--- src/rtl/core/jetp_pkg.sv ---
// Shared types, codes and constants for the Julia escape-time pixel unit.
package jetp_pkg;

   // default iteration limit per point
   localparam int MAX_ITERS_DEF = 250;

   // fixed-point layout
   localparam int FRAC_BITS = 28;
   localparam int CFG_W     = 32;   // Q3.28 inputs and constants
   localparam int Z_W       = 36;   // live z components, always inside +/-2^35
   localparam int MAG_W     = 35;   // magnitude of a z component
   localparam int HALF_W    = 18;   // multiplier narrow operand
   localparam int PP_W      = MAG_W + HALF_W;
   localparam int FULL_W    = PP_W + HALF_W;
   localparam int SQ_W      = 2 * MAG_W - FRAC_BITS;   // truncated square
   localparam int CROSS_W   = SQ_W + 1;                // signed re*im
   localparam int SUM_W     = 46;                      // update adder width
   localparam int LIMIT_W   = 14;
   localparam int PIX_W     = 8;

   // pixel shading step and wrap threshold (shade is taken mod 255)
   localparam logic [PIX_W-1:0] PIX_STEP = 8'd10;
   localparam logic [PIX_W-1:0] PIX_WRAP = 8'd245;   // 255 - step

   // multiply sequence: three products, two halves each
   localparam logic [2:0] MUL_LAST = 3'd5;

   // register reset values
   localparam logic signed [CFG_W-1:0] C_RE_RST  = 32'shF333_3333;   // -0.8
   localparam logic signed [CFG_W-1:0] C_IM_RST  = 32'sh0333_3333;   // 0.2
   localparam logic [LIMIT_W-1:0]      LIMIT_RST = 14'd10000;

   // register indexes
   typedef logic [1:0] csr_idx_type;
   localparam csr_idx_type CSR_C_RE  = 2'd0;
   localparam csr_idx_type CSR_C_IM  = 2'd1;
   localparam csr_idx_type CSR_LIMIT = 2'd2;

   // channel words
   typedef struct packed {
      logic signed [CFG_W-1:0] point_re;
      logic signed [CFG_W-1:0] point_im;
   } req_word_type;

   typedef struct packed {
      logic [PIX_W-1:0] pixel_value;
      logic             stays_bounded;
   } rsp_word_type;

   typedef struct packed {
      csr_idx_type      reg_index;
      logic [CFG_W-1:0] wdata;
   } csr_word_type;

   // product selector
   typedef enum logic [1:0] {
      PROD_RE_SQ,
      PROD_IM_SQ,
      PROD_CROSS
   } prod_sel_type;

   // controller states
   typedef enum logic [2:0] {
      ST_IDLE,
      ST_MUL,
      ST_DRAIN,
      ST_CHECK,
      ST_UPDATE,
      ST_FINISH
   } state_type;

   // controller to datapath
   typedef struct packed {
      logic         load;
      logic         mul_issue;
      prod_sel_type mul_prod;
      logic         mul_hi;
      logic         k_inc;
      logic         z_update;
      logic         out_load;
   } cmd_type;

   // datapath to controller
   typedef struct packed {
      logic sum_escape;
      logic big_escape;
      logic k_last;
   } stat_type;

endpackage

--- src/rtl/core/jetp_chan_if.sv ---
// Valid/ready channel carrying one payload word.
interface jetp_chan_if #(
   parameter type payload_type = logic
);
   logic        valid;
   logic        ready;
   payload_type data;

   modport source (output valid, output data, input ready);
   modport sink   (input valid, input data, output ready);
endinterface

--- src/rtl/core/jetp_datapath.sv ---
// Datapath: config registers, z registers, shared multiplier, counters, result word.
module jetp_datapath #(
   parameter int MAX_ITERS = jetp_pkg::MAX_ITERS_DEF
) (
   input  logic                  clock,
   input  logic                  reset,
   input  logic                  csr_wr,
   input  jetp_pkg::csr_word_type csr_word,
   input  jetp_pkg::req_word_type req_word,
   input  jetp_pkg::cmd_type      cmd,
   output jetp_pkg::stat_type     stat,
   output jetp_pkg::rsp_word_type rsp_word
);
   import jetp_pkg::*;

   localparam int KW = $clog2(MAX_ITERS + 1);
   localparam logic signed [SUM_W-1:0] BIG_POS = 46'sh08_0000_0000;   // 128.0
   localparam logic signed [SUM_W-1:0] BIG_NEG = -BIG_POS;

   // configuration
   logic signed [CFG_W-1:0] c_re_ff, c_re_in;
   logic signed [CFG_W-1:0] c_im_ff, c_im_in;
   logic [LIMIT_W-1:0]      limit_ff, limit_in;

   // iterate and products
   logic signed [Z_W-1:0]   re_ff, re_in, im_ff, im_in;
   logic [Z_W-1:0]          re_abs, im_abs;
   logic [MAG_W-1:0]        op_a, op_b;
   logic [HALF_W-1:0]       op_b_half;
   logic                    op_neg;
   logic [PP_W-1:0]         pp_ff, pp_in;
   logic                    pp_vld_ff, pp_vld_in;
   logic                    pp_hi_ff, pp_hi_in;
   logic                    pp_neg_ff, pp_neg_in;
   prod_sel_type            pp_prod_ff, pp_prod_in;
   logic [PP_W-1:0]         lo_ff, lo_in;
   logic [FULL_W-1:0]       full_sum;
   logic [SQ_W-1:0]         prod_mag;
   logic signed [CROSS_W-1:0] prod_signed;
   logic [SQ_W-1:0]         sq_re_ff, sq_re_in, sq_im_ff, sq_im_in;
   logic signed [CROSS_W-1:0] cross_ff, cross_in;

   // checks and update
   logic [SQ_W:0]           mag_sum;
   logic [SQ_W-1:0]         limit_q;
   logic signed [SUM_W-1:0] nre, nim;

   // count and shade
   logic [KW-1:0]           k_ff, k_in;
   logic [PIX_W-1:0]        pix_ff, pix_in;
   rsp_word_type            rsp_ff, rsp_in;

   // config writes
   always_comb begin
      c_re_in  = c_re_ff;
      c_im_in  = c_im_ff;
      limit_in = limit_ff;
      if (csr_wr) begin
         case (csr_word.reg_index)
            CSR_C_RE:  c_re_in  = csr_word.wdata;
            CSR_C_IM:  c_im_in  = csr_word.wdata;
            CSR_LIMIT: limit_in = csr_word.wdata[LIMIT_W-1:0];
            default:   ;
         endcase
      end
   end

   // operand magnitudes and selection
   always_comb begin
      re_abs = re_ff[Z_W-1] ? (~re_ff + 36'sd1) : re_ff;
      im_abs = im_ff[Z_W-1] ? (~im_ff + 36'sd1) : im_ff;
      op_a   = re_abs[MAG_W-1:0];
      op_b   = re_abs[MAG_W-1:0];
      op_neg = 1'b0;
      case (cmd.mul_prod)
         PROD_RE_SQ: begin
            op_a = re_abs[MAG_W-1:0];
            op_b = re_abs[MAG_W-1:0];
         end
         PROD_IM_SQ: begin
            op_a = im_abs[MAG_W-1:0];
            op_b = im_abs[MAG_W-1:0];
         end
         PROD_CROSS: begin
            op_a   = re_abs[MAG_W-1:0];
            op_b   = im_abs[MAG_W-1:0];
            op_neg = re_ff[Z_W-1] ^ im_ff[Z_W-1];
         end
         default: ;
      endcase
      op_b_half = cmd.mul_hi ? {1'b0, op_b[MAG_W-1:HALF_W]} : op_b[HALF_W-1:0];
   end

   // multiplier stage: one 35x18 partial product per cycle
   always_comb begin
      pp_in      = PP_W'(op_a) * PP_W'(op_b_half);
      pp_vld_in  = cmd.mul_issue;
      pp_hi_in   = cmd.mul_hi;
      pp_neg_in  = op_neg;
      pp_prod_in = cmd.mul_prod;
   end

   // accumulate halves, truncate to Q.28, apply sign
   always_comb begin
      full_sum    = {pp_ff, {HALF_W{1'b0}}} + FULL_W'(lo_ff);
      prod_mag    = full_sum[SQ_W+FRAC_BITS-1:FRAC_BITS];
      prod_signed = pp_neg_ff ? -$signed({1'b0, prod_mag}) : $signed({1'b0, prod_mag});
      lo_in       = lo_ff;
      sq_re_in    = sq_re_ff;
      sq_im_in    = sq_im_ff;
      cross_in    = cross_ff;
      if (pp_vld_ff) begin
         if (!pp_hi_ff) begin
            lo_in = pp_ff;
         end else begin
            case (pp_prod_ff)
               PROD_RE_SQ: sq_re_in = prod_mag;
               PROD_IM_SQ: sq_im_in = prod_mag;
               PROD_CROSS: cross_in = prod_signed;
               default:    ;
            endcase
         end
      end
   end

   // escape tests and next z
   always_comb begin
      mag_sum = {1'b0, sq_re_ff} + {1'b0, sq_im_ff};
      limit_q = {limit_ff, {FRAC_BITS{1'b0}}};
      nre     = $signed(SUM_W'(sq_re_ff)) - $signed(SUM_W'(sq_im_ff)) + SUM_W'(c_re_ff);
      nim     = (SUM_W'(cross_ff) <<< 1) + SUM_W'(c_im_ff);
      stat.sum_escape = mag_sum >= {1'b0, limit_q};
      stat.big_escape = (nre >= BIG_POS) || (nre <= BIG_NEG) ||
                        (nim >= BIG_POS) || (nim <= BIG_NEG);
      stat.k_last     = k_ff == KW'(MAX_ITERS - 1);
   end

   // z registers
   always_comb begin
      re_in = re_ff;
      im_in = im_ff;
      if (cmd.load) begin
         re_in = {{(Z_W-CFG_W){req_word.point_re[CFG_W-1]}}, req_word.point_re};
         im_in = {{(Z_W-CFG_W){req_word.point_im[CFG_W-1]}}, req_word.point_im};
      end else if (cmd.z_update) begin
         re_in = nre[Z_W-1:0];
         im_in = nim[Z_W-1:0];
      end
   end

   // bounded-update count and running shade, 10*(k-1) mod 255
   always_comb begin
      k_in   = k_ff;
      pix_in = pix_ff;
      if (cmd.load) begin
         k_in   = '0;
         pix_in = '0;
      end else if (cmd.k_inc) begin
         k_in = k_ff + KW'(1);
         if (k_ff == '0) begin
            pix_in = '0;
         end else if (pix_ff >= PIX_WRAP) begin
            pix_in = pix_ff - PIX_WRAP;
         end else begin
            pix_in = pix_ff + PIX_STEP;
         end
      end
   end

   // result word
   always_comb begin
      rsp_in = rsp_ff;
      if (cmd.out_load) begin
         rsp_in.pixel_value   = pix_ff;
         rsp_in.stays_bounded = k_ff == KW'(MAX_ITERS);
      end
   end

   assign rsp_word = rsp_ff;

   // control registers
   always_ff @(posedge clock) begin
      if (reset) begin
         c_re_ff   <= C_RE_RST;
         c_im_ff   <= C_IM_RST;
         limit_ff  <= LIMIT_RST;
         pp_vld_ff <= 1'b0;
      end else begin
         c_re_ff   <= c_re_in;
         c_im_ff   <= c_im_in;
         limit_ff  <= limit_in;
         pp_vld_ff <= pp_vld_in;
      end
   end

   // payload registers
   always_ff @(posedge clock) begin
      re_ff      <= re_in;
      im_ff      <= im_in;
      pp_ff      <= pp_in;
      pp_hi_ff   <= pp_hi_in;
      pp_neg_ff  <= pp_neg_in;
      pp_prod_ff <= pp_prod_in;
      lo_ff      <= lo_in;
      sq_re_ff   <= sq_re_in;
      sq_im_ff   <= sq_im_in;
      cross_ff   <= cross_in;
      k_ff       <= k_in;
      pix_ff     <= pix_in;
      rsp_ff     <= rsp_in;
   end

endmodule

--- src/rtl/core/jetp_ctrl.sv ---
// Controller: iteration sequencer and handshake control.
module jetp_ctrl (
   input  logic               clock,
   input  logic               reset,
   input  logic               req_valid,
   output logic               req_ready,
   output logic               rsp_valid,
   input  logic               rsp_ready,
   input  jetp_pkg::stat_type stat,
   output jetp_pkg::cmd_type  cmd
);
   import jetp_pkg::*;

   state_type  state_ff, state_in;
   logic [2:0] mstep_ff, mstep_in;
   logic       first_ff, first_in;
   logic       rsp_valid_ff, rsp_valid_in;
   logic       out_free;

   assign out_free = !rsp_valid_ff || rsp_ready;

   // next state
   always_comb begin
      state_in = state_ff;
      case (state_ff)
         ST_IDLE:   if (req_valid) state_in = ST_MUL;
         ST_MUL:    if (mstep_ff == MUL_LAST) state_in = ST_DRAIN;
         ST_DRAIN:  state_in = first_ff ? ST_UPDATE : ST_CHECK;
         ST_CHECK: begin
            if (stat.sum_escape || stat.k_last) state_in = ST_FINISH;
            else state_in = ST_UPDATE;
         end
         ST_UPDATE: state_in = stat.big_escape ? ST_FINISH : ST_MUL;
         ST_FINISH: if (out_free) state_in = ST_IDLE;
         default:   state_in = ST_IDLE;
      endcase
   end

   // commands
   always_comb begin
      cmd          = '0;
      req_ready    = 1'b0;
      cmd.mul_prod = prod_sel_type'(mstep_ff[2:1]);
      cmd.mul_hi   = mstep_ff[0];
      case (state_ff)
         ST_IDLE: begin
            req_ready = 1'b1;
            cmd.load  = req_valid;
         end
         ST_MUL:    cmd.mul_issue = 1'b1;
         ST_CHECK:  cmd.k_inc     = !stat.sum_escape;
         ST_UPDATE: cmd.z_update  = !stat.big_escape;
         ST_FINISH: cmd.out_load  = out_free;
         default:   ;
      endcase
   end

   // step counter, first-pass flag, result valid
   always_comb begin
      mstep_in = (state_ff == ST_MUL) ? mstep_ff + 3'd1 : 3'd0;
      first_in = first_ff;
      if (cmd.load) first_in = 1'b1;
      else if (state_ff == ST_UPDATE) first_in = 1'b0;
      if (cmd.out_load) rsp_valid_in = 1'b1;
      else if (rsp_ready) rsp_valid_in = 1'b0;
      else rsp_valid_in = rsp_valid_ff;
   end

   assign rsp_valid = rsp_valid_ff;

   always_ff @(posedge clock) begin
      if (reset) begin
         state_ff     <= ST_IDLE;
         mstep_ff     <= 3'd0;
         first_ff     <= 1'b0;
         rsp_valid_ff <= 1'b0;
      end else begin
         state_ff     <= state_in;
         mstep_ff     <= mstep_in;
         first_ff     <= first_in;
         rsp_valid_ff <= rsp_valid_in;
      end
   end

endmodule

--- src/rtl/core/julia_escape_time_pixel_unit.sv ---
// Top level of the Julia escape-time pixel unit.
//
// req_chan takes one word per pixel: point_re and point_im, signed Q3.28.
// rsp_chan returns one word per pixel: pixel_value, 10*(k-1) mod 255 (0 when
// no update stayed bounded), and stays_bounded, set when all MAX_ITERS
// updates stayed below the escape limit.
// csr_chan writes c_re (index 0), c_im (index 1) and escape_limit_sq
// (index 2); it is always ready, and is meant to be written while idle.
// One pixel is worked at a time. Each iteration uses one shared 35x18
// multiplier for six partial products (re^2, im^2, re*im, two halves each),
// then an escape check (not on the first pass) and a z update. A pixel ends
// when an update leaves +/-128, when the limit test ends it, or when all
// MAX_ITERS updates stay bounded; the result is valid once it sits in the
// output register.
// The next word is taken as soon as the result sits in the output register,
// even if the receiver has not yet taken it; a stalled receiver only holds
// the finish step of the following pixel.
// Synchronous reset returns the constants to c = -0.8 + 0.2i and the limit to
// 10000, and drops any pixel in progress and any pending result.
module julia_escape_time_pixel_unit #(
   parameter int MAX_ITERS = jetp_pkg::MAX_ITERS_DEF
) (
   input logic         clock,
   input logic         reset,
   jetp_chan_if.sink   req_chan,
   jetp_chan_if.source rsp_chan,
   jetp_chan_if.sink   csr_chan
);
   import jetp_pkg::*;

   cmd_type      cmd;
   stat_type     stat;
   req_word_type req_word;
   csr_word_type csr_word;
   rsp_word_type rsp_word;
   logic         csr_wr;

   // configuration channel is always accepting
   assign csr_chan.ready = 1'b1;
   assign csr_wr         = csr_chan.valid;
   assign csr_word       = csr_chan.data;
   assign req_word       = req_chan.data;
   assign rsp_chan.data  = rsp_word;

   jetp_ctrl u_ctrl (
      .clock     (clock),
      .reset     (reset),
      .req_valid (req_chan.valid),
      .req_ready (req_chan.ready),
      .rsp_valid (rsp_chan.valid),
      .rsp_ready (rsp_chan.ready),
      .stat      (stat),
      .cmd       (cmd)
   );

   jetp_datapath #(
      .MAX_ITERS (MAX_ITERS)
   ) u_datapath (
      .clock    (clock),
      .reset    (reset),
      .csr_wr   (csr_wr),
      .csr_word (csr_word),
      .req_word (req_word),
      .cmd      (cmd),
      .stat     (stat),
      .rsp_word (rsp_word)
   );

endmodule
--- src/flat_wrapper.sv ---
// flat-port wrapper written by rule: the top's interface ports become plain ports
module julia_escape_time_pixel_unit_flat import jetp_pkg::*;
#(
   parameter int MAX_ITERS = jetp_pkg::MAX_ITERS_DEF
)
  (clock, reset, req_chan_valid, req_chan_data, req_chan_ready, rsp_chan_valid, rsp_chan_data, rsp_chan_ready, csr_chan_valid, csr_chan_data, csr_chan_ready);
  jetp_chan_if req_chan_i ();
  jetp_chan_if rsp_chan_i ();
  jetp_chan_if csr_chan_i ();
  input logic clock;
  input logic reset;
  input wire logic [$bits(req_chan_i.valid)-1:0] req_chan_valid;
  input wire logic [$bits(req_chan_i.data)-1:0] req_chan_data;
  output wire logic [$bits(req_chan_i.ready)-1:0] req_chan_ready;
  output wire logic [$bits(rsp_chan_i.valid)-1:0] rsp_chan_valid;
  output wire logic [$bits(rsp_chan_i.data)-1:0] rsp_chan_data;
  input wire logic [$bits(rsp_chan_i.ready)-1:0] rsp_chan_ready;
  input wire logic [$bits(csr_chan_i.valid)-1:0] csr_chan_valid;
  input wire logic [$bits(csr_chan_i.data)-1:0] csr_chan_data;
  output wire logic [$bits(csr_chan_i.ready)-1:0] csr_chan_ready;
  assign req_chan_i.valid = req_chan_valid;
  assign req_chan_i.data = req_chan_data;
  assign req_chan_ready = req_chan_i.ready;
  assign rsp_chan_valid = rsp_chan_i.valid;
  assign rsp_chan_data = rsp_chan_i.data;
  assign rsp_chan_i.ready = rsp_chan_ready;
  assign csr_chan_i.valid = csr_chan_valid;
  assign csr_chan_i.data = csr_chan_data;
  assign csr_chan_ready = csr_chan_i.ready;
  julia_escape_time_pixel_unit #(.MAX_ITERS(MAX_ITERS)) u_core (.clock(clock), .reset(reset), .req_chan(req_chan_i), .rsp_chan(rsp_chan_i), .csr_chan(csr_chan_i));
endmodule
--- config.mk ---
export PLATFORM = sky130hd
export DESIGN_NAME = julia_escape_time_pixel_unit_flat
export DESIGN_NICKNAME = d
export VERILOG_FILES = /design/src/rtl/core/jetp_pkg.sv /design/src/rtl/core/jetp_chan_if.sv /design/src/rtl/core/jetp_datapath.sv /design/src/rtl/core/jetp_ctrl.sv /design/src/rtl/core/julia_escape_time_pixel_unit.sv /design/src/flat_wrapper.sv
export SDC_FILE = /design/constraint.sdc
export NUM_CORES = 2
export LEC_CHECK = 0
export BUFFER_PORTS_ARGS = -buffer_cell sky130_fd_sc_hd__buf_2
export CAP_MARGIN = 20
export CORE_MARGIN = 4
export CORE_UTILIZATION = 57
export DETAILED_ROUTE_END_ITERATION = 10
export HOLD_SLACK_MARGIN = 0.15
export PLACE_DENSITY = 0.83
export SYNTH_ARGS = -nofsm -noshare
export SYNTH_HDL_FRONTEND = slang
export SYNTH_SLANG_ARGS = --single-unit
--- constraint.sdc ---
create_clock -name clock -period 12.7 [get_ports clock]
set_input_delay 0.635 -clock clock [delete_from_list [all_inputs] [get_ports clock]]
set_output_delay 0.635 -clock clock [all_outputs]
set_load 0.05 [all_outputs]
==> out/qor.txt <==
chip width: 281 microns
n_diodes: 0
#FFs+latches synth: 311
area occupied by multi-input gates: 30500 sq um
CTS tree: done
# resized after CTS: 0
clock-pin transition on the worst setup and hold timing paths: 0.06 ns
Hold WS: 0.291 ns
antenna violations before repair: 0
Cells after Synth: 4902
Iter 0 DRT Violations: 3612
status: finished clean
FF+latch area: 7870 sq um
Primary FF master, synth: edfxtp_1
Area Growth Syn to Fin: 4.95%
cts hold-fix bufs: 0
htree depth: 2
Crit-path slowest cell: mux4_2
Critical Path End: u_core.u_datapath.pp_ff[51]
Critical Path Max Stage Delay: 0.87 ns
post-synth cell types: 91
number of synthesized flops with an enable pin: 164
Reg2Reg Setup Slack: 1.66 ns
Fin Setup TNS: 0 ns
startpoint types: flop
Routed wire per std cell: 20.3 microns
syn avg cell area: 8.66 sq um
Setup Skew: 0.0351 ns
Slew @ Worst Pin: 1.02 ns
Synth area leaders: fa_1 (25%), edfxtp_1 (12%), ha_1 (8.4%)
Final #Nets: 5609
Row Count: 99
# fillers: 6089
r2r endpoint: u_core.u_datapath.pp_ff[51]
critical path type: flop to flop
share of cells above drive strength 1: 0.0470
Worst EP arrival: 11.54 ns
# port buffers: 9
highest clock rate: 0.0906 GHz
io pins: 11
CTS sink cnt: 311
Die Ht: 281 microns
CP Max Fanout: 35
vias in the first global route: 35.6k
maximum clock insertion buffer count: 3
Crit. Startpoint: u_core.u_datapath.re_ff[2]
setup violators final: 0
unrepaired setup endpoints after global routing: false
Post-DP HPWL: 90100 microns
largest net degree at the start of global routing: 85
max-cap violation count: 0
reg2reg path depth: 34
Core Footprint: 73500 sq um
Root Driver: clkbuf_16
Final Max Tran Viols: 0
area leader, netlist: fa_1
sequential area share after synthesis: 0.185
Max-Slew Margin vs Limit: 0.313
synth warn: 0
most numerous cell in the Yosys netlist: inv_1
DRT Wirelength: 117000 microns
gr ovfl total: 0
Post-Syn Area: 42500 sq um
clock buffer count from CTS: 35
Pre-antenna DRT Iters: 7
Initial Util: 0.578
critical path endpoint category: flop
Vias/cell: 6.04
DRC Markers: 0
Syn Nets: 5725
Period Utilization, post-route: 0.869
Worst EP required: 13.20 ns
Final GP Congestion: 0.979
final hold violation count: 0
Post-synth top cells: inv_1 (888), nand2_1 (615), fa_1 (531)
Final Critical Period: 11.04 ns
top-area cell type share of the netlist area: 0.250
DR vias: 34.9k
Async SR Flop Fraction: 0
Hold Path Class: input pin to flop
Routed Antenna Nets: 0
die area: 78900 sq um
gr usage total: 0.303
Worst-Skew Late Latency: 0.58 ns
post-CTS setup buffer count: 0
FF-to-FF Start: u_core.u_datapath.re_ff[2]
first-pass GRT wire length: 189000 microns
[layout make-up]
class                           instances  share of cell area
Multi-Input combinational cell       3486               0.683
Tap cell                              959              0.0269
Timing Repair Buffer                   63              0.0102
Inverter                              889              0.0749
Clock inverter                         15             0.00438
Sequential cell                       311               0.177
Clock buffer                           49              0.0237
[cells in the final DEF, fill, tap and decap left out, types with 18 or more instances in the layout]
master and instances:
o21ai_0 135, a211oi_2 39, nand3_1 99, a211oi_1 61, mux2i_1 18, nor3_1 61, xor2_1 64, o21bai_1 26
nand2_1 613, and3_1 25, xnor2_1 221, fa_1 531, ha_1 284, nor2_1 240, a21o_1 86, clkbuf_16 40
buf_4 53, nand2b_1 89, and2_1 142, or3_1 19, o21a_1 28, a31oi_1 20, a32oi_1 29, dfxtp_1 147
o31ai_1 43, nand4_1 53, nor2b_1 63, a21oi_1 206, nor4_1 23, inv_1 888, edfxtp_1 164
[how the worst min path moves through the flow]
stage / start / end / slack (ns) / cells after the start
2_1_floorplan: u_core.u_ctrl.mstep_ff[1] / u_core.u_datapath.pp_prod_ff[0] / 0.37 / 0
3_3_place_gp: u_core.u_datapath.pp_ff[52] / u_core.u_datapath.lo_ff[52] / 0.39 / 0
3_5_place_dp: u_core.u_ctrl.mstep_ff[1] / u_core.u_datapath.pp_prod_ff[0] / 0.40 / 0
4_1_cts: csr_chan_data / u_core.u_datapath.c_re_ff[0] / 0.27 / 2
5_1_grt: csr_chan_data / u_core.u_datapath.c_re_ff[0] / 0.30 / 2
6_report: csr_chan_data / u_core.u_datapath.c_re_ff[0] / 0.29 / 2
[critical path: cells and delay by family, from the launching register on]
| kind | cells | cell delay, ns |
|---|---|---|
| flip-flops | 1 | 0.38 |
| AND/OR/NAND/NOR | 7 | 2.43 |
| AO/OA/AOI/OAI | 10 | 2.86 |
| XOR/XNOR | 2 | 0.35 |
| adder cells (fa/ha/maj) | 7 | 3.46 |
| multiplexers | 1 | 0.87 |
| buffers and inverters | 7 | 0.63 |
[per-layer routing]
layer,global-route usage,routed length [microns],part of all wire,vias up
li1,-,-,-,15800
met1,0.404,45700,0.39,17100
met2,0.488,53600,0.46,1723
met3,0.0564,12400,0.11,345
met4,0.129,5400,0.046,0
met5,0,0,0,-
[flip-flops by register name, indices dropped and copies added, names as in the netlist]
name and flops:
u_core.u_datapath.rsp_word 1, u_core.u_datapath.sq_im_ff 42, u_core.u_ctrl.state_ff 3, u_core.u_datapath.pp_neg_ff 1, u_core.u_datapath.pp_prod_ff 2, u_core.u_datapath.cross_ff 43
u_core.u_datapath.pp_hi_ff 1, u_core.u_datapath.k_ff 8, u_core.u_ctrl.mstep_ff 3, u_core.u_datapath.c_re_ff 2, u_core.u_datapath.im_ff 36, u_core.u_datapath.sq_re_ff 42
u_core.u_datapath.pp_vld_ff 1, u_core.u_datapath.re_ff 36, u_core.u_datapath.pp_ff 53, u_core.u_ctrl.first_ff 1, u_core.u_datapath.lo_ff 35, u_core.u_ctrl.rsp_valid 1
[metrics by stage]
step                      instance area [sq um]  setup WS [ns]  cells  utilization
after floorplan                           42500           3.19   4902            -
after global placement                    43300           1.92   5707        0.590
after detailed placement                  43300           1.55   5707        0.590
after CTS                                 44600           1.52   5771        0.607
after global routing                      44600          0.851   5772        0.607
final                                     44600           1.66   5772        0.607
[cells by family after synthesis]
| kind of cell | share of synthesized area |
|---|---|
| AOI/OAI and AO/OA | 0.142 |
| DFF | 0.185 |
| adders and majority gates | 0.334 |
| other | 0.0000883 |
| muxes | 0.0127 |
| xor gates and xnor gates | 0.0588 |
| and+or+nand+nor | 0.167 |
| buffers and inverters | 0.0993 |
Power is left out: the tool's default activity adds up to more than one toggle a clock period on the data nets, which glitch-free logic cannot reach.
